--- src/sv/gre_pkg.sv ---
// ----------------------------------------------------------------------------
// gre_pkg
// Shared types, constants and helpers of the glyph row to e-ink gray unit.
// ----------------------------------------------------------------------------
`default_nettype none

package gre_pkg;

  // cell geometry
  localparam int CELL_W = 8;
  localparam int CELL_H = 16;

  // field widths
  localparam int RGB_W   = 24;
  localparam int ROW_W   = 4;
  localparam int GLYPH_W = 16;
  localparam int KIND_W  = 2;
  localparam int PIX_W   = 8;
  localparam int SUM_W   = 16;
  localparam int LUMA_W  = 8;
  localparam int CFG_IDX_W = 1;

  // luma weights and level thresholds
  localparam logic [SUM_W-1:0] LUMA_R = 16'd54;
  localparam logic [SUM_W-1:0] LUMA_G = 16'd182;
  localparam logic [SUM_W-1:0] LUMA_B = 16'd19;
  localparam logic [LUMA_W-1:0] LUMA_BLACK_MAX = 8'd85;
  localparam logic [LUMA_W-1:0] LUMA_WHITE_MIN = 8'd170;

  // register indexes
  localparam logic [CFG_IDX_W-1:0] REG_CURSOR_FG = 1'd0;
  localparam logic [CFG_IDX_W-1:0] REG_CURSOR_BG = 1'd1;
  localparam logic [RGB_W-1:0] CURSOR_FG_RESET = 24'h000000;
  localparam logic [RGB_W-1:0] CURSOR_BG_RESET = 24'hFFFFFF;

  // width kinds
  localparam logic [KIND_W-1:0] KIND_HALF  = 2'd0;
  localparam logic [KIND_W-1:0] KIND_WIDE  = 2'd1;
  localparam logic [KIND_W-1:0] KIND_RIGHT = 2'd2;

  // bdf padding
  localparam int PAD_HALF   = ((CELL_W + 7) / 8) * 8 - CELL_W;
  localparam int PAD_DOUBLE = ((2 * CELL_W + 7) / 8) * 8 - 2 * CELL_W;
  localparam int PAD_WIDE   = PAD_DOUBLE + CELL_W;

  // underline row, only when it fits the row field
  localparam bit ULINE_REACH = (CELL_H - 1) < (1 << ROW_W);
  localparam logic [ROW_W-1:0] ULINE_ROW = ROW_W'(CELL_H - 1);

  typedef enum logic [1:0] {
    LVL_BLACK  = 2'd0,
    LVL_DITHER = 2'd1,
    LVL_WHITE  = 2'd2
  } lvl_t;

  typedef struct packed {
    logic [SUM_W-1:0]   fg_sum;
    logic [SUM_W-1:0]   bg_sum;
    logic [ROW_W-1:0]   row;
    logic [GLYPH_W-1:0] bits;
    logic [KIND_W-1:0]  kind;
    logic               uline;
  } sum_beat_t;

  typedef struct packed {
    logic [LUMA_W-1:0]  fl;
    logic [LUMA_W-1:0]  bl;
    lvl_t               fv;
    lvl_t               bv;
    logic [ROW_W-1:0]   row;
    logic [GLYPH_W-1:0] bits;
    logic [KIND_W-1:0]  kind;
    logic               uline;
  } lvl_beat_t;

  function automatic lvl_t lvl_down(lvl_t l);
    lvl_t r;
    unique case (l)
      LVL_WHITE:  r = LVL_DITHER;
      LVL_DITHER: r = LVL_BLACK;
      default:    r = LVL_BLACK;
    endcase
    return r;
  endfunction

  function automatic lvl_t lvl_up(lvl_t l);
    lvl_t r;
    unique case (l)
      LVL_BLACK:  r = LVL_DITHER;
      LVL_DITHER: r = LVL_WHITE;
      default:    r = LVL_WHITE;
    endcase
    return r;
  endfunction

endpackage

`default_nettype wire

--- src/sv/gre_level.sv ---
// ----------------------------------------------------------------------------
// gre_level
// Stage two: luma by division by 255 and the three gray levels.
// ----------------------------------------------------------------------------
`default_nettype none

module gre_level
  import gre_pkg::*;
(
  input  wire logic      clk,
  input  wire logic      rst,
  input  wire logic      up_valid,
  output logic           up_ready,
  input  wire sum_beat_t up_beat,
  output logic           dn_valid,
  input  wire logic      dn_ready,
  output lvl_beat_t      dn_beat
);

  lvl_beat_t beat_next;

  // exact floor(s / 255) for s up to 65279, which covers every luma sum
  function automatic logic [LUMA_W-1:0] div255(logic [SUM_W-1:0] s);
    logic [SUM_W:0] t;
    t = {1'b0, s} + (SUM_W+1)'(s[SUM_W-1:8]) + (SUM_W+1)'(1);
    return t[SUM_W-1:8];
  endfunction

  function automatic lvl_t level_of(logic [LUMA_W-1:0] l);
    lvl_t r;
    if (l <= LUMA_BLACK_MAX) begin
      r = LVL_BLACK;
    end else if (l < LUMA_WHITE_MIN) begin
      r = LVL_DITHER;
    end else begin
      r = LVL_WHITE;
    end
    return r;
  endfunction

  assign up_ready = !dn_valid || dn_ready;

  always_comb begin
    beat_next.fl    = div255(up_beat.fg_sum);
    beat_next.bl    = div255(up_beat.bg_sum);
    beat_next.fv    = level_of(beat_next.fl);
    beat_next.bv    = level_of(beat_next.bl);
    beat_next.row   = up_beat.row;
    beat_next.bits  = up_beat.bits;
    beat_next.kind  = up_beat.kind;
    beat_next.uline = up_beat.uline;
  end

  always_ff @(posedge clk) begin
    if (rst) begin
      dn_valid <= 1'b0;
    end else if (up_ready) begin
      dn_valid <= up_valid;
    end
    if (up_ready && up_valid) begin
      dn_beat <= beat_next;
    end
  end

endmodule

`default_nettype wire

--- config.mk ---
export PLATFORM = sky130hd
export DESIGN_NAME = gre_level
export DESIGN_NICKNAME = d
export VERILOG_FILES = /design/src/sv/gre_pkg.sv /design/src/sv/gre_level.sv
export SDC_FILE = /design/constraint.sdc
export NUM_CORES = 1
export LEC_CHECK = 0
export BUFFER_PORTS_ARGS = -buffer_cell sky130_fd_sc_hd__buf_2
export CAP_MARGIN = 20
export CORE_MARGIN = 4
export CORE_UTILIZATION = 50
export DETAILED_ROUTE_END_ITERATION = 8
export GPL_ROUTABILITY_DRIVEN = 0
export PLACE_DENSITY = 0.85
export SLEW_MARGIN = 5
export SYNTH_ARGS = -nofsm -noshare
export SYNTH_HDL_FRONTEND = slang
export SYNTH_SLANG_ARGS = --single-unit
--- constraint.sdc ---
create_clock -name clk -period 3.9 [get_ports clk]
set_input_delay 0.39 -clock clk [delete_from_list [all_inputs] [get_ports clk]]
set_output_delay 0.39 -clock clk [all_outputs]
set_load 0.1 [all_outputs]
==> metrics.csv <==
metric,value,unit
outcome,finished clean,
Crit path buffers/inverters,1,
post-CTS sizing,0,
ys flop type,edfxtp_1,
P per Cell Area,450.3,nW/um^2
crit path DAT,1.97,ns
synth warn,0,
drt via density,5.326,
post-synth top area cell,edfxtp_1,
Crit path max-delay family,simple AND/OR/NAND/NOR gates,
total grt overflow,0,
IO Port Bufs,103,
Yosys top cell area share,0.5969,
CTS max path bufs,2,
Max-Cap Viols,0,
ANT nets after route,0,
setup TNS,0,ns
post-synthesis sequential area ratio,0.6061,
RSZ-0062 raised after global routing,false,
syn_area_per_cell,13.27,um^2
final number of hold-violating endpoints,0,
leak pwr,0.001234,uW
"count leader, synth",edfxtp_1,
slowest stage cell on the critical path,nor4b_4,
most instantiated cells after synthesis,"edfxtp_1 (43), ha_1 (14), a21oi_1 (12)",
Final Skew,0.003463,ns
synthesized flop and latch total,44,
worst slew pin tran,0.9260,ns
gate count after technology mapping,163,
Final HPWL DP,3905,um
GRT Util Overall,0.1785,
Initial Util,0.5294,
Post-synth EDFFs,43,
Post-Synthesis Net Count,236,
Unique masters post-synth,39,
first-pass GRT wire length,7452,um
final net count,341,
core footprint,4086,um^2
share of cells above drive strength 1,0.4201,
# diodes,0,
chip width,73.78,um
Final setup viols,0,
Fill cells,308,
crit path max fanout,7,
H-tree depth,2,
"Largest stage delay, worst path",0.34,ns
DR vias,1699,
critical path class,in2reg,
TritonCTS clock tree,yes,
crit-path cells,buf_2 -> ha_1 -> nand4_1 -> o22ai_1 -> nor2_2 -> nor4b_4 -> xor2_1,
VDD IR max,0.0001839,V
clock sinks,44,
clock root cell,clkbuf_8,
max-slew violations,0,
largest net degree at the start of global routing,44,
DR WL/cell,15.29,um
DR iter-0 viols,68,
clk_lat worst skew,0.28,ns
kind of end point of the critical path,flip-flop,
DRT Pass-1 Iters,4,
Startpoint Class,input port,
Worst slew margin,0.3827,
Total Routed Length,4878,um
total CTS buffers,5,
Worst Path Required,3.93,ns
DRC,0,
# hold bufs at CTS,0,
Final min period,1.940,ns
top post-synthesis cells by area,"edfxtp_1 (60%), ha_1 (8.1%), a21oi_1 (2.8%)",
postcts setup bufs,0,
mapped cell area,2163,um^2
area growth from synthesis to layout,30.83,%
overall power,1275,uW
type of the worst min-delay path,in2reg,
Final Cycle Share,0.4974,
share of flip-flops with an asynchronous set or reset,0,
FP Rows,23,
die area,5443,um^2
Peak Freq,515.5,MHz
Clock transition at path regs,0.07,ns
# IOs,104,
initial antenna violation count,0,
Die H,73.78,um
vias in the first global route,1563,
kinds of logic (layout without fill, tap and decap cells):
group                    after synthesis  after routing  synth area share
XOR/XNOR                              12             12           0.04858
flip-flops                            44             44            0.6061
adder cells (fa/ha/maj)               14             14           0.08097
AO/OA/AOI/OAI                         44             44            0.1394
multiplexers                           1              1          0.004627
buffers and inverters                  7            113           0.01215
AND/OR/NAND/NOR                       41             41            0.1082
state kept, by name, indices dropped and copies added, names as in the netlist:
name      count
dn_beat      43
dn_valid      1
worst reg2reg max path: stages (launching register included):
cell	delay (ns)
dfxtp_1	0.31
nand2b_1	0.10
and2_2	0.77
stage by stage:
step           worst slack [ns]  std cells  hold slack, ns  area, um^2  utilization
2_1_floorplan            0.7741        163          0.4591        2163            -
3_3_place_gp              1.798        311          0.4918        2724       0.6666
5_1_grt                   1.894        319          0.2498        2830       0.6926
4_1_cts                   2.013        319          0.2443        2830       0.6926
3_5_place_dp              1.726        311          0.5163        2724       0.6666
6_report                  1.960        319          0.2517        2830       0.6926
cell type report:
| type | count | area, um^2 | share of cell area |
|---|---|---|---|
| Timing Repair Buffer | 103 | 515.5 | 0.1821 |
| Tap cell | 50 | 62.56 | 0.02210 |
| Clock buffer | 7 | 76.32 | 0.02697 |
| Multi-Input combinational cell | 112 | 827.0 | 0.2922 |
| Inverter | 2 | 7.507 | 0.002653 |
| Clock inverter | 1 | 30.03 | 0.01061 |
| Sequential cell | 44 | 1311 | 0.4633 |
power breakdown:
part	total (uW)	internal, uW	switching, uW	leakage, uW
Sequential	565	558	6.98	0.000425
Clock	325	191	134	0.0000524
Combinational	385	77.0	308	0.000757
Total	1270	826	448	0.00123
path summary, 6_finish.rpt:
check	start	to	slack (ns)	depth (start not counted)
worst max register to register	dn_valid$_SDFFE_PP0N_	dn_beat[35]$_DFFE_PP_	2.32	2
worst max-delay path	up_beat[37]	dn_beat[34]$_DFFE_PP_	1.96	7
worst min register to register	dn_valid$_SDFFE_PP0N_	dn_valid$_SDFFE_PP0N_	0.53	2
worst min-delay path	rst	dn_valid$_SDFFE_PP0N_	0.25	2
per-layer routing:
metal / track usage / vias up / wire length [um]
met2: 0.2943 / 93 / 2322
li1: - / 847 / -
met3: 0.05746 / 4 / 576
met4: 0.05231 / 0 / 39
met1: 0.2237 / 755 / 1941
met5: 0 / - / 0
placed cells by master, fill, tap and decap left out, types with 2 or more instances in the layout:
cell type,instances
or3_1,2
nor3_1,9
o21a_1,2
clkbuf_1,2
nor3b_1,2
inv_1,2
o21ai_0,7
edfxtp_1,43
a21o_1,3
nor2b_1,4
nor2_1,7
a211oi_1,3
ha_1,14
xor2_1,6
clkbuf_8,5
a21oi_1,12
o211ai_1,5
xnor2_1,6
nand2_1,7
buf_2,103
o2111ai_1,3
Power figures use the tool's default switching activity.
