$ cat src/sv/gre_pkg.sv
// ----------------------------------------------------------------------------
// gre_pkg
// Shared types, constants and helpers of the glyph row to e-ink gray unit.
// ----------------------------------------------------------------------------
`default_nettype none

package gre_pkg;

  // cell geometry
  localparam int CELL_W = 8;
  localparam int CELL_H = 16;

  // field widths
  localparam int RGB_W   = 24;
  localparam int ROW_W   = 4;
  localparam int GLYPH_W = 16;
  localparam int KIND_W  = 2;
  localparam int PIX_W   = 8;
  localparam int SUM_W   = 16;
  localparam int LUMA_W  = 8;
  localparam int CFG_IDX_W = 1;

  // luma weights and level thresholds
  localparam logic [SUM_W-1:0] LUMA_R = 16'd54;
  localparam logic [SUM_W-1:0] LUMA_G = 16'd182;
  localparam logic [SUM_W-1:0] LUMA_B = 16'd19;
  localparam logic [LUMA_W-1:0] LUMA_BLACK_MAX = 8'd85;
  localparam logic [LUMA_W-1:0] LUMA_WHITE_MIN = 8'd170;

  // register indexes
  localparam logic [CFG_IDX_W-1:0] REG_CURSOR_FG = 1'd0;
  localparam logic [CFG_IDX_W-1:0] REG_CURSOR_BG = 1'd1;
  localparam logic [RGB_W-1:0] CURSOR_FG_RESET = 24'h000000;
  localparam logic [RGB_W-1:0] CURSOR_BG_RESET = 24'hFFFFFF;

  // width kinds
  localparam logic [KIND_W-1:0] KIND_HALF  = 2'd0;
  localparam logic [KIND_W-1:0] KIND_WIDE  = 2'd1;
  localparam logic [KIND_W-1:0] KIND_RIGHT = 2'd2;

  // bdf padding
  localparam int PAD_HALF   = ((CELL_W + 7) / 8) * 8 - CELL_W;
  localparam int PAD_DOUBLE = ((2 * CELL_W + 7) / 8) * 8 - 2 * CELL_W;
  localparam int PAD_WIDE   = PAD_DOUBLE + CELL_W;

  // underline row, only when it fits the row field
  localparam bit ULINE_REACH = (CELL_H - 1) < (1 << ROW_W);
  localparam logic [ROW_W-1:0] ULINE_ROW = ROW_W'(CELL_H - 1);

  typedef enum logic [1:0] {
    LVL_BLACK  = 2'd0,
    LVL_DITHER = 2'd1,
    LVL_WHITE  = 2'd2
  } lvl_t;

  typedef struct packed {
    logic [SUM_W-1:0]   fg_sum;
    logic [SUM_W-1:0]   bg_sum;
    logic [ROW_W-1:0]   row;
    logic [GLYPH_W-1:0] bits;
    logic [KIND_W-1:0]  kind;
    logic               uline;
  } sum_beat_t;

  typedef struct packed {
    logic [LUMA_W-1:0]  fl;
    logic [LUMA_W-1:0]  bl;
    lvl_t               fv;
    lvl_t               bv;
    logic [ROW_W-1:0]   row;
    logic [GLYPH_W-1:0] bits;
    logic [KIND_W-1:0]  kind;
    logic               uline;
  } lvl_beat_t;

  function automatic lvl_t lvl_down(lvl_t l);
    lvl_t r;
    unique case (l)
      LVL_WHITE:  r = LVL_DITHER;
      LVL_DITHER: r = LVL_BLACK;
      default:    r = LVL_BLACK;
    endcase
    return r;
  endfunction

  function automatic lvl_t lvl_up(lvl_t l);
    lvl_t r;
    unique case (l)
      LVL_BLACK:  r = LVL_DITHER;
      LVL_DITHER: r = LVL_WHITE;
      default:    r = LVL_WHITE;
    endcase
    return r;
  endfunction

endpackage

`default_nettype wire

$ cat src/sv/gre_luma_sum.sv
// ----------------------------------------------------------------------------
// gre_luma_sum
// Stage one: cursor color select and weighted luma sums of both colors.
// ----------------------------------------------------------------------------
`default_nettype none

module gre_luma_sum
  import gre_pkg::*;
(
  input  wire logic               clk,
  input  wire logic               rst,
  input  wire logic               up_valid,
  output logic                    up_ready,
  input  wire logic [RGB_W-1:0]   fg_rgb,
  input  wire logic [RGB_W-1:0]   bg_rgb,
  input  wire logic [ROW_W-1:0]   row_index,
  input  wire logic [GLYPH_W-1:0] glyph_bits,
  input  wire logic [KIND_W-1:0]  width_kind,
  input  wire logic               underline,
  input  wire logic               is_cursor,
  input  wire logic [RGB_W-1:0]   cursor_fg,
  input  wire logic [RGB_W-1:0]   cursor_bg,
  output logic                    dn_valid,
  input  wire logic               dn_ready,
  output sum_beat_t               dn_beat
);

  logic [RGB_W-1:0] fg_sel;
  logic [RGB_W-1:0] bg_sel;
  sum_beat_t        beat_next;

  function automatic logic [SUM_W-1:0] luma_sum(logic [RGB_W-1:0] rgb);
    logic [SUM_W-1:0] r;
    logic [SUM_W-1:0] g;
    logic [SUM_W-1:0] b;
    r = SUM_W'(rgb[23:16]);
    g = SUM_W'(rgb[15:8]);
    b = SUM_W'(rgb[7:0]);
    return r * LUMA_R + g * LUMA_G + b * LUMA_B;
  endfunction

  assign up_ready = !dn_valid || dn_ready;
  assign fg_sel   = is_cursor ? cursor_fg : fg_rgb;
  assign bg_sel   = is_cursor ? cursor_bg : bg_rgb;

  always_comb begin
    beat_next.fg_sum = luma_sum(fg_sel);
    beat_next.bg_sum = luma_sum(bg_sel);
    beat_next.row    = row_index;
    beat_next.bits   = glyph_bits;
    beat_next.kind   = width_kind;
    beat_next.uline  = underline;
  end

  always_ff @(posedge clk) begin
    if (rst) begin
      dn_valid <= 1'b0;
    end else if (up_ready) begin
      dn_valid <= up_valid;
    end
    if (up_ready && up_valid) begin
      dn_beat <= beat_next;
    end
  end

endmodule

`default_nettype wire

$ cat config.mk
export PLATFORM = sky130hd
export DESIGN_NAME = gre_luma_sum
export DESIGN_NICKNAME = d
export VERILOG_FILES = /design/src/sv/gre_pkg.sv /design/src/sv/gre_luma_sum.sv
export SDC_FILE = /design/constraint.sdc
export NUM_CORES = 1
export LEC_CHECK = 0
export BUFFER_PORTS_ARGS = -buffer_cell sky130_fd_sc_hd__buf_2
export CAP_MARGIN = 5
export CORE_AREA = 8 8 168 122
export CTS_BUF_LIST = sky130_fd_sc_hd__clkbuf_16
export DETAILED_ROUTE_END_ITERATION = 6
export DIE_AREA = 0 0 176 130
export GPL_TIMING_DRIVEN = 1
export HOLD_SLACK_MARGIN = 0.03
export PLACE_DENSITY = 0.78
export REMOVE_ABC_BUFFERS = 1
export SYNTH_ARGS = -nofsm -noshare
export SYNTH_HDL_FRONTEND = slang
export SYNTH_SLANG_ARGS = --single-unit
$ cat constraint.sdc
create_clock -name clk -period 6.6 [get_ports clk]
set_input_delay 0.33 -clock clk [delete_from_list [all_inputs] [get_ports clk]]
set_output_delay 0.33 -clock clk [all_outputs]
set_load 0.02 [all_outputs]
==> metrics.cfg, run 1 <==
[worst_setup_path]
critPathSlowestCell = fa_1
slowest_delay_ns = 0.57
r2r-end = dn_beat[54]
crit_path_frequent_cell = ha_1
crit_path_max_fanout = 15
start_kind = primary input
reg2reg_depth = 3
crit_type = primary input to flip-flop
end_kind = flip-flop
arrival_ns = 6.36
rrSetupSlack_ns = 5.05
critPathRequiredTime_ns = 6.68
r2r_start = dn_valid

[die]
io-pin-count = 181
die_w_um = 176
die_h_um = 130
dieArea_sq_mm = 0.0229
row_count = 41
start_util_pct = 51.2
core_sq_mm = 0.0178

[placement]
dpl.hpwl_um = 18800
port_buffers = 180
dp_slack_ns = -0.0953
place_congestion = 0.910

[global_routing]
grt_pass1_wl_um = 34600
grt_max_degree = 56
grt-ovfl-total = 0
antenna_found_initial = 0
grtUsageTotal_pct = 18.9
grt_pass1_vias = 7007

[yosys]
ys_seq_area_share_pct = 18.4
synthDistinctLibCells = 55
ys_warn_count = 0
avgSynthCellArea_sq_um = 10.2
synthCells = 891
synth-seq-cells = 56
synth_flop_cell = edfxtp_1
synth_edf_count = 55
postSynth.asyncResetShare_pct = 0
syn_area_sq_mm = 0.00911

[drt]
drt_pass1_iterations = 5
final_antenna_net_count = 0
wl_per_cell_um = 15.8
drt_iter0_markers = 333
via_count = 6813
via_per_inst = 5.11
drt-total-wl_um = 21100
post-route-drc-count = 0

[layout]
final_common_cell = inv_1
nNetsFinal = 1497
area_growth_pct = 17.3
mostFrequentLayoutCells = inv_1 (208), ha_1 (184), buf_2 (180)
antenna_cells = 0
drive_above_1_share_pct = 24.4

[clocking]
cts_max_level = 2
cts_buffers = 5
cts.sinks = 56
ctsHoldBuffers = 0
cts_resized = 0
cts_tree = done
cts_root_buffer = clkbuf_16
clk_pin_slew_worst_paths_ns = 0.09
post_cts_buffers = 0
insertion_delay_ns = 0.32
cts_buffer_depth = 2

[sta]
finalCritPeriodShare_pct = 95.2
fin_ws_ns = 0.317
finalSetupViolations = 0
skew_ns = 0.0164
worst_pin_slew_ns = 0.749
max-slew-margin-rel_pct = 50.0
finalCriticalPeriod_ns = 6.28
slew_violations = 0
hold_viol = 0
fin_setup_tns_ns = 0
fmax_mhz = 159

[status]
status = complete, no violations

[min_path]
hold_path.class = primary input to flip-flop
whs_path_depth = 1
min_from = glyph_bits[9]
min_to = dn_beat[12]

[job]
maxCapViolCount = 0

==> worst max path at each step <==
| stage | from | slack [ns] | cells past startpoint | to |
|---|---|---|---|---|
| after floorplan | is_cursor | 0.55 | 23 | dn_beat[54] |
| after global placement | is_cursor | 0.02 | 25 | dn_beat[36] |
| after detailed placement | is_cursor | -0.1 | 25 | dn_beat[34] |
| after CTS | is_cursor | 0.23 | 25 | dn_beat[34] |
| after global routing | is_cursor | -0.03 | 27 | dn_beat[38] |
| final | is_cursor | 0.32 | 26 | dn_beat[38] |
==> synthesized netlist by cell type (2+ instances only) <==
library cell / count / area share, %
nand2_1: 20 / 0.82
edfxtp_1: 55 / 18
clkbuf_1: 6 / 0.25
o31ai_1: 2 / 0.16
nand2b_1: 9 / 0.62
o31a_1: 2 / 0.19
and3_1: 3 / 0.21
xnor2_1: 38 / 3.7
or2_2: 2 / 0.14
a211o_1: 3 / 0.29
a21o_1: 14 / 1.2
buf_2: 2 / 0.11
o21bai_1: 6 / 0.49
a31o_2: 3 / 0.29
mux2i_1: 15 / 1.6
ha_1: 184 / 25
mux2_2: 33 / 4.1
xor2_1: 20 / 1.9
and2_1: 5 / 0.34
o211ai_1: 4 / 0.33
o21ai_0: 22 / 1.2
o21a_1: 12 / 0.99
nor3b_1: 2 / 0.16
a21oi_2: 2 / 0.19
a211oi_2: 2 / 0.27
nor4_1: 5 / 0.34
nor2_1: 23 / 0.95
a211oi_1: 5 / 0.41
nor2b_1: 5 / 0.34
nor3_1: 10 / 0.55
a31oi_1: 5 / 0.34
a21oi_1: 40 / 2.2
nand3_1: 6 / 0.33
fa_1: 94 / 21
inv_1: 207 / 8.5
o311ai_0: 2 / 0.19
or3_1: 2 / 0.14
a221oi_1: 2 / 0.19
o21ai_1: 3 / 0.16
==> routing by layer <==
metal | up-vias | routed length (um) | GRT usage (%)
met5 | - | 0 | 0
met4 | 0 | 201 | 3.68
met3 | 11 | 1470 | 3.84
met2 | 213 | 8560 | 28.1
met1 | 3187 | 10800 | 27.9
li1 | 3402 | - | -
==> layout make-up <==
cell class,instances,area [sq um]
Timing Repair Buffer,206,1110
Fill cell,1538,7120
Clock buffer,5,125
Clock inverter,3,38.8
Inverter,207,777
Sequential cell,56,1670
Multi-Input combinational cell,619,6660
Tap cell,236,295
==> worst max-delay path: cells and delay by family <==
family / cells / cell delay [ns]
compound gates: 7 / 1.21
xor+xnor: 2 / 0.25
fa+ha+maj: 8 / 3.19
buf+inv: 6 / 0.48
mux: 1 / 0.39
simple gates: 2 / 0.50
==> sequential cells by signal, indices dropped and copies added, names as in the netlist <==
| name | cells |
|---|---|
| dn_beat | 55 |
| dn_valid | 1 |
==> per-stage QoR <==
stage	utilization [%]	hold slack [ns]	cell area, sq um	cells
after CTS	59.8	0.175	10600	1332
final	60.0	0.181	10700	1332
after floorplan	-	0.399	9070	882
after detailed placement	58.9	0.508	10500	1324
after global placement	58.9	0.506	10500	1324
after global routing	60.0	0.172	10700	1332
==> cell families (layout without fill, tap and decap cells) <==
| kind of cell | count (synthesis) | after routing | share of synthesized area [%] |
|---|---|---|---|
| compound gates | 138 | 138 | 10.0 |
| fa+ha+maj | 278 | 278 | 45.9 |
| simple gates | 97 | 97 | 5.44 |
| buf+inv | 216 | 421 | 8.94 |
| flops | 56 | 56 | 18.4 |
| mux | 48 | 48 | 5.73 |
| xor+xnor | 58 | 58 | 5.58 |
Power of run 1 is not shown: default switching activity piles up to over one toggle a cycle in this logic, so the estimate is an artifact.
==> inputs of run 2 (changes only) <==
- ABC_AREA: not set -> 1
- CORE_AREA: 8 8 168 122 -> 8 8 185 134
- DIE_AREA: 0 0 176 130 -> 0 0 193 142
- PLACE_DENSITY: 0.78 -> 0.69
==> metrics.cfg, run 2 <==
[status]
status = complete, no violations

[yosys]
ys_seq_area_share_pct = 17.2  ; -1.1 points
yosysTopAreaCell = ha_1
synth_edf_count = 55  ; unchanged
synth-seq-cells = 56  ; unchanged
synthTopCellsByArea = ha_1 (24%), fa_1 (19%), edfxtp_1 (17%), inv_1 (10%), nand2_1 (6.9%)
ys_warn_count = 0  ; unchanged
syn_area_sq_mm = 0.00972  ; +6.7%
synthCells = 1125  ; +26%
avgSynthCellArea_sq_um = 8.64  ; -16%
postSynth.asyncResetShare_pct = 0  ; unchanged
synthDistinctLibCells = 32  ; -42%
synth_top_area_share_pct = 23.7  ; -1.6 points
synth_most_common_cell = inv_1
synth_flop_cell = edfxtp_1
synthTopCellsByCount = inv_1 (267), ha_1 (184), nand2_1 (179), fa_1 (94), nor2_1 (61)

[worst_setup_path]
arrival_ns = 6.37  ; about the same
path_cells = clkbuf_4 > mux2_2 > ha_1 > fa_1 > inv_1 > fa_1 > inv_1 > ha_1 > a21oi_1 > o31ai_2 > xnor2_1 > inv_1 > fa_1 > ha_1 > fa_1 > inv_1 > fa_1 > inv_1 > ha_1 > a21oi_1 > o21ai_0 > a21oi_1 > xnor2_1
critPathSlowestCell = fa_1
crit_type = primary input to flip-flop
slowest_delay_ns = 0.55  ; -0.02 ns
critPathRequiredTime_ns = 6.63  ; -0.05 ns
end_kind = flip-flop
start_kind = primary input
crit_path_max_fanout = 16  ; +1

[layout]
mostFrequentLayoutCells = inv_1 (267), ha_1 (184), nand2_1 (179), buf_2 (179), fa_1 (94)
area_growth_pct = 15.1
fin_cells = 1600  ; +20%
drive_above_1_share_pct = 19.2  ; -5.2 points
final_common_cell = inv_1
nNetsFinal = 1713  ; +14%
antenna_cells = 0  ; unchanged
reg_top3 = dn_beat x55, dn_valid x1
design_area_sq_mm = 0.0112  ; +4.7%
largest_register_ffs = 55  ; unchanged
fillers = 2140  ; +39%
regMostFlops = dn_beat

[clocking]
cts_root_buffer = clkbuf_16
cts_resized = 0  ; unchanged
ctsHoldBuffers = 0  ; unchanged
cts_buffer_depth = 2  ; unchanged
cts_tree = done
cts.sinks = 56  ; unchanged
post_cts_buffers = 0  ; unchanged
clk_pin_slew_worst_paths_ns = 0.09  ; about the same
cts_max_level = 2  ; unchanged
insertion_delay_ns = 0.30  ; -0.02 ns
cts_buffers = 5  ; unchanged

[sta]
finalCriticalPeriod_ns = 6.34  ; +0.0540 ns
hold_viol = 0  ; unchanged
slew_violations = 0  ; unchanged
rsz0062_at_grt = no
timing.hold.ws_ns = 0.165  ; -0.0161 ns
finalSetupViolations = 0  ; unchanged
finalCritPeriodShare_pct = 96.0  ; +0.82 points
fin_ws_ns = 0.263  ; -0.0540 ns
skew_ns = 0.0146  ; -0.00184 ns
fmax_mhz = 158  ; -0.85%
worst_pin_slew_ns = 0.808  ; +0.0587 ns
max-slew-margin-rel_pct = 46.1  ; -3.9 points

[drt]
wl_per_cell_um = 14.9  ; -5.8%
final_antenna_net_count = 0  ; unchanged
post-route-drc-count = 0  ; unchanged
met1_length_um = 13100  ; +21%
drt-total-wl_um = 23800  ; +13%
highest_layer = met4
drt_pass1_iterations = 5  ; unchanged
via_per_inst = 4.74  ; -7.2%
met3_length_um = 1980  ; +34%
via_count = 7591  ; +11%
drt_iter0_markers = 410  ; +23%
wl_met2_um = 8650  ; +1.1%

[placement]
dpl_cell_area_sq_mm = 0.0110  ; +5.0%
place_congestion = 0.919  ; +0.97%
dp_slack_ns = -0.0976  ; -0.00228 ns
port_buffers = 180  ; unchanged
place_inst = 1592  ; +20%
dpl.hpwl_um = 21500  ; +14%

[global_routing]
antenna_found_initial = 0  ; unchanged
grtUsageTotal_pct = 17.3  ; -1.6 points
grt-ovfl-total = 0  ; unchanged
grt_pass1_wl_um = 38200  ; +10%
grt_pass1_vias = 7459  ; +6.5%
grt_max_degree = 56  ; unchanged

[min_path]
hold_path.class = primary input to flip-flop

[die]
io-pin-count = 181  ; unchanged
dieArea_sq_mm = 0.0274  ; +20%
die_h_um = 142  ; +9.2%
start_util_pct = 44.0  ; -7.2 points
die_w_um = 193  ; +9.7%
core_sq_mm = 0.0221  ; +24%
row_count = 46  ; +12%

[job]
maxCapViolCount = 0  ; unchanged

==> run 2: changes by cell type in the layout (fill, tap and decap cells not counted), sizes merged, moves of 10 or more <==
| cell | change |
|---|---|
| nand3 | +39 |
| o21a | -12 |
| nor2 | +41 |
| xor2 | +17 |
| a21oi | +11 |
| mux2i | -15 |
| inv | +64 |
| buf | -21 |
| nand4 | +10 |
| xnor2 | -21 |
| nand2 | +167 |
==> run 2: final cells by class <==
cell class | count | area [sq um] | area share, %
Timing Repair Buffer | 186 | 952 | 8.52
Sequential cell | 56 | 1670 | 15.0
Multi-Input combinational cell | 791 | 7000 | 62.6
Clock inverter | 3 | 50.0 | 0.448
Tap cell | 288 | 360 | 3.22
Inverter | 271 | 1020 | 9.10
Clock buffer | 5 | 125 | 1.12
==> run 2: cell families (layout without fill, tap and decap cells) <==
| group | after synthesis | in the layout | synth area share, % |
|---|---|---|---|
| adders and majority gates | 278 | 278 | 43.1 |
| and+or+nand+nor | 316 | 316 | 13.7 |
| DFF | 56 | 56 | 17.2 |
| AOI/OAI and AO/OA | 110 | 110 | 6.52 |
| muxes | 33 | 33 | 3.82 |
| buffers and inverters | 278 | 465 | 10.8 |
| xor gates and xnor gates | 54 | 54 | 4.87 |
==> run 2: critical path, delay by kind of cell <==
| family | cells | cell delay (ns) |
|---|---|---|
| adders and majority gates | 9 | 3.89 |
| buffers and inverters | 6 | 0.49 |
| xor gates and xnor gates | 2 | 0.30 |
| muxes | 1 | 0.40 |
| AOI/OAI and AO/OA | 5 | 0.94 |
==> run 2: routing by layer <==
metal	track usage [%]	vias to the layer above
li1	-	3960
met1	27.5	3397
met2	23.5	226
met3	4.19	8
met4	1.74	0
met5	0	-
==> run 2: worst paths after layout <==
check	start	slack, ns	end	cells past startpoint
max	is_cursor	0.26	dn_beat[31]	23
min reg2reg	dn_valid	0.53	dn_valid	2
max reg2reg	dn_valid	5.05	dn_beat[5]	2
min	rst	0.16	dn_valid	2
==> run 2: stage by stage <==
stage,TNS (ns),util [%]
2_1_floorplan,0,-
3_3_place_gp,0,49.8
3_5_place_dp,-0.325,49.8
4_1_cts,0,50.6
5_1_grt,0,50.6
6_report,0,50.6
Power of run 2 is left out for the same reason.
==> inputs of run 3 (changes only) <==
- PLACE_DENSITY: 0.69 -> 0.66
- clock period: 6.6 -> 7 ns (I/O delays scaled with it)
==> metrics.cfg, run 3 (synthesized netlist as in run 2, its figures left out) <==
[status]
status = complete, no violations

[clocking]
cts_resized = 0  ; unchanged
cts_tree = done
cts_max_level = 2  ; unchanged
clk_pin_slew_worst_paths_ns = 0.08  ; about the same
cts_buffers = 5  ; unchanged
cts_buffer_depth = 2  ; unchanged
post_cts_buffers = 0  ; unchanged
insertion_delay_ns = 0.30  ; about the same
cts_root_buffer = clkbuf_16
ctsHoldBuffers = 0  ; unchanged
cts.sinks = 56  ; unchanged

[layout]
reg_top3 = dn_beat x55, dn_valid x1
design_area_sq_mm = 0.0112  ; -0.20%
regMostFlops = dn_beat
seqCellArea_sq_mm = 0.00167  ; unchanged
antenna_cells = 0  ; unchanged
nNetsFinal = 1714  ; +0.058%
drive_above_1_share_pct = 19.3  ; +0.062 points
multi_input_area_sq_mm = 0.00700  ; unchanged
final_common_cell = inv_1
mostFrequentLayoutCells = inv_1 (267), ha_1 (184), buf_2 (180)
largest_register_ffs = 55  ; unchanged
fillers = 2134  ; -0.28%
area_growth_pct = 14.8

[job]
maxCapViolCount = 0  ; unchanged

[drt]
drt_iter0_markers = 358  ; -13%
final_antenna_net_count = 0  ; unchanged
drt-total-wl_um = 23600  ; -0.96%
drt_pass1_iterations = 5  ; unchanged
post-route-drc-count = 0  ; unchanged
via_count = 7622  ; +0.41%
wl_per_cell_um = 14.7  ; -1.0%
via_per_inst = 4.76  ; +0.35%

[die]
dieArea_sq_mm = 0.0274  ; unchanged
row_count = 46  ; unchanged
start_util_pct = 44.0  ; unchanged
die_w_um = 193  ; unchanged
core_sq_mm = 0.0221  ; unchanged
io-pin-count = 181  ; unchanged
die_h_um = 142  ; unchanged

[placement]
place_congestion = 0.885  ; -3.7%
port_buffers = 180  ; unchanged
dpl.hpwl_um = 21400  ; -0.15%
dpl_cell_area_sq_mm = 0.0110  ; about the same

[worst_setup_path]
start_kind = primary input
reg2reg_depth = 2  ; unchanged
path_delay_family = adder cells
crit_type = primary input to flip-flop
worstPathBufferInverterCount = 6  ; unchanged
slowest_delay_ns = 0.53  ; -0.02 ns
end_kind = flip-flop
arrival_ns = 6.43  ; +0.06 ns
worstSetupPathDepth = 28  ; +22%
critPathRequiredTime_ns = 7.07  ; +0.44 ns
crit_path_max_fanout = 19  ; +3
crit_path_frequent_cell = nand2_1
critPathSlowestCell = fa_1

[global_routing]
grt_pass1_wl_um = 37800  ; -0.83%
grt_pass1_vias = 7450  ; -0.12%
grtUsageTotal_pct = 17.1  ; -0.18 points
grt_max_degree = 56  ; unchanged
grt-ovfl-total = 0  ; unchanged
antenna_found_initial = 0  ; unchanged

[sta]
rsz0062_at_grt = no
slew_violations = 0  ; unchanged
worst_pin_slew_ns = 0.738  ; -0.0705 ns
finalCritPeriodShare_pct = 90.9
finalCriticalPeriod_ns = 6.36
skew_ns = 0.0115  ; -0.00310 ns
max-slew-margin-rel_pct = 50.8  ; +4.7 points
hold_viol = 0  ; unchanged
finalSetupViolations = 0  ; unchanged
fin_setup_tns_ns = 0  ; unchanged
fmax_mhz = 157

[min_path]
hold_path.class = primary input to flip-flop
whs_path_depth = 2  ; unchanged

run 3: path summary, 6_finish.rpt:
kind	endpoint	start	slack (ns)
max	dn_beat[38]	is_cursor	0.64
min	dn_valid	rst	0.20
max reg2reg	dn_beat[35]	dn_valid	5.53
min reg2reg	dn_valid	dn_valid	0.52
run 3: cell type report:
type                    instances  share of cell area [%]
clock buffers                   5                    1.12
repair buffers                187                    8.54
well taps                     288                    3.23
flip-flops and latches         56                    15.0
multi-input cells             791                    62.8
clock inverters                 3                   0.235
inverters                     271                    9.12
run 3: routing by layer:
| layer | wire [um] | share of wire [%] | GRT usage [%] | up-vias |
|---|---|---|---|---|
| li1 | - | - | - | 3953 |
| met1 | 12900 | 55 | 27.4 | 3432 |
| met2 | 8760 | 37 | 23.5 | 227 |
| met3 | 1810 | 7.7 | 3.45 | 10 |
| met4 | 121 | 0.51 | 1.82 | 0 |
| met5 | 0 | 0 | 0 | - |
run 3: metrics by stage:
stage          hold slack [ns]  setup WS, ns  std cells  utilization [%]
4_1_cts                  0.191         0.611       1601             50.5
5_1_grt                  0.194         0.190       1601             50.5
3_5_place_dp             0.509         0.294       1593             49.8
2_1_floorplan            0.419          1.04       1118                -
6_report                 0.202         0.639       1601             50.5
3_3_place_gp             0.513         0.362       1593             49.8
Power of run 3 is left out for the same reason.
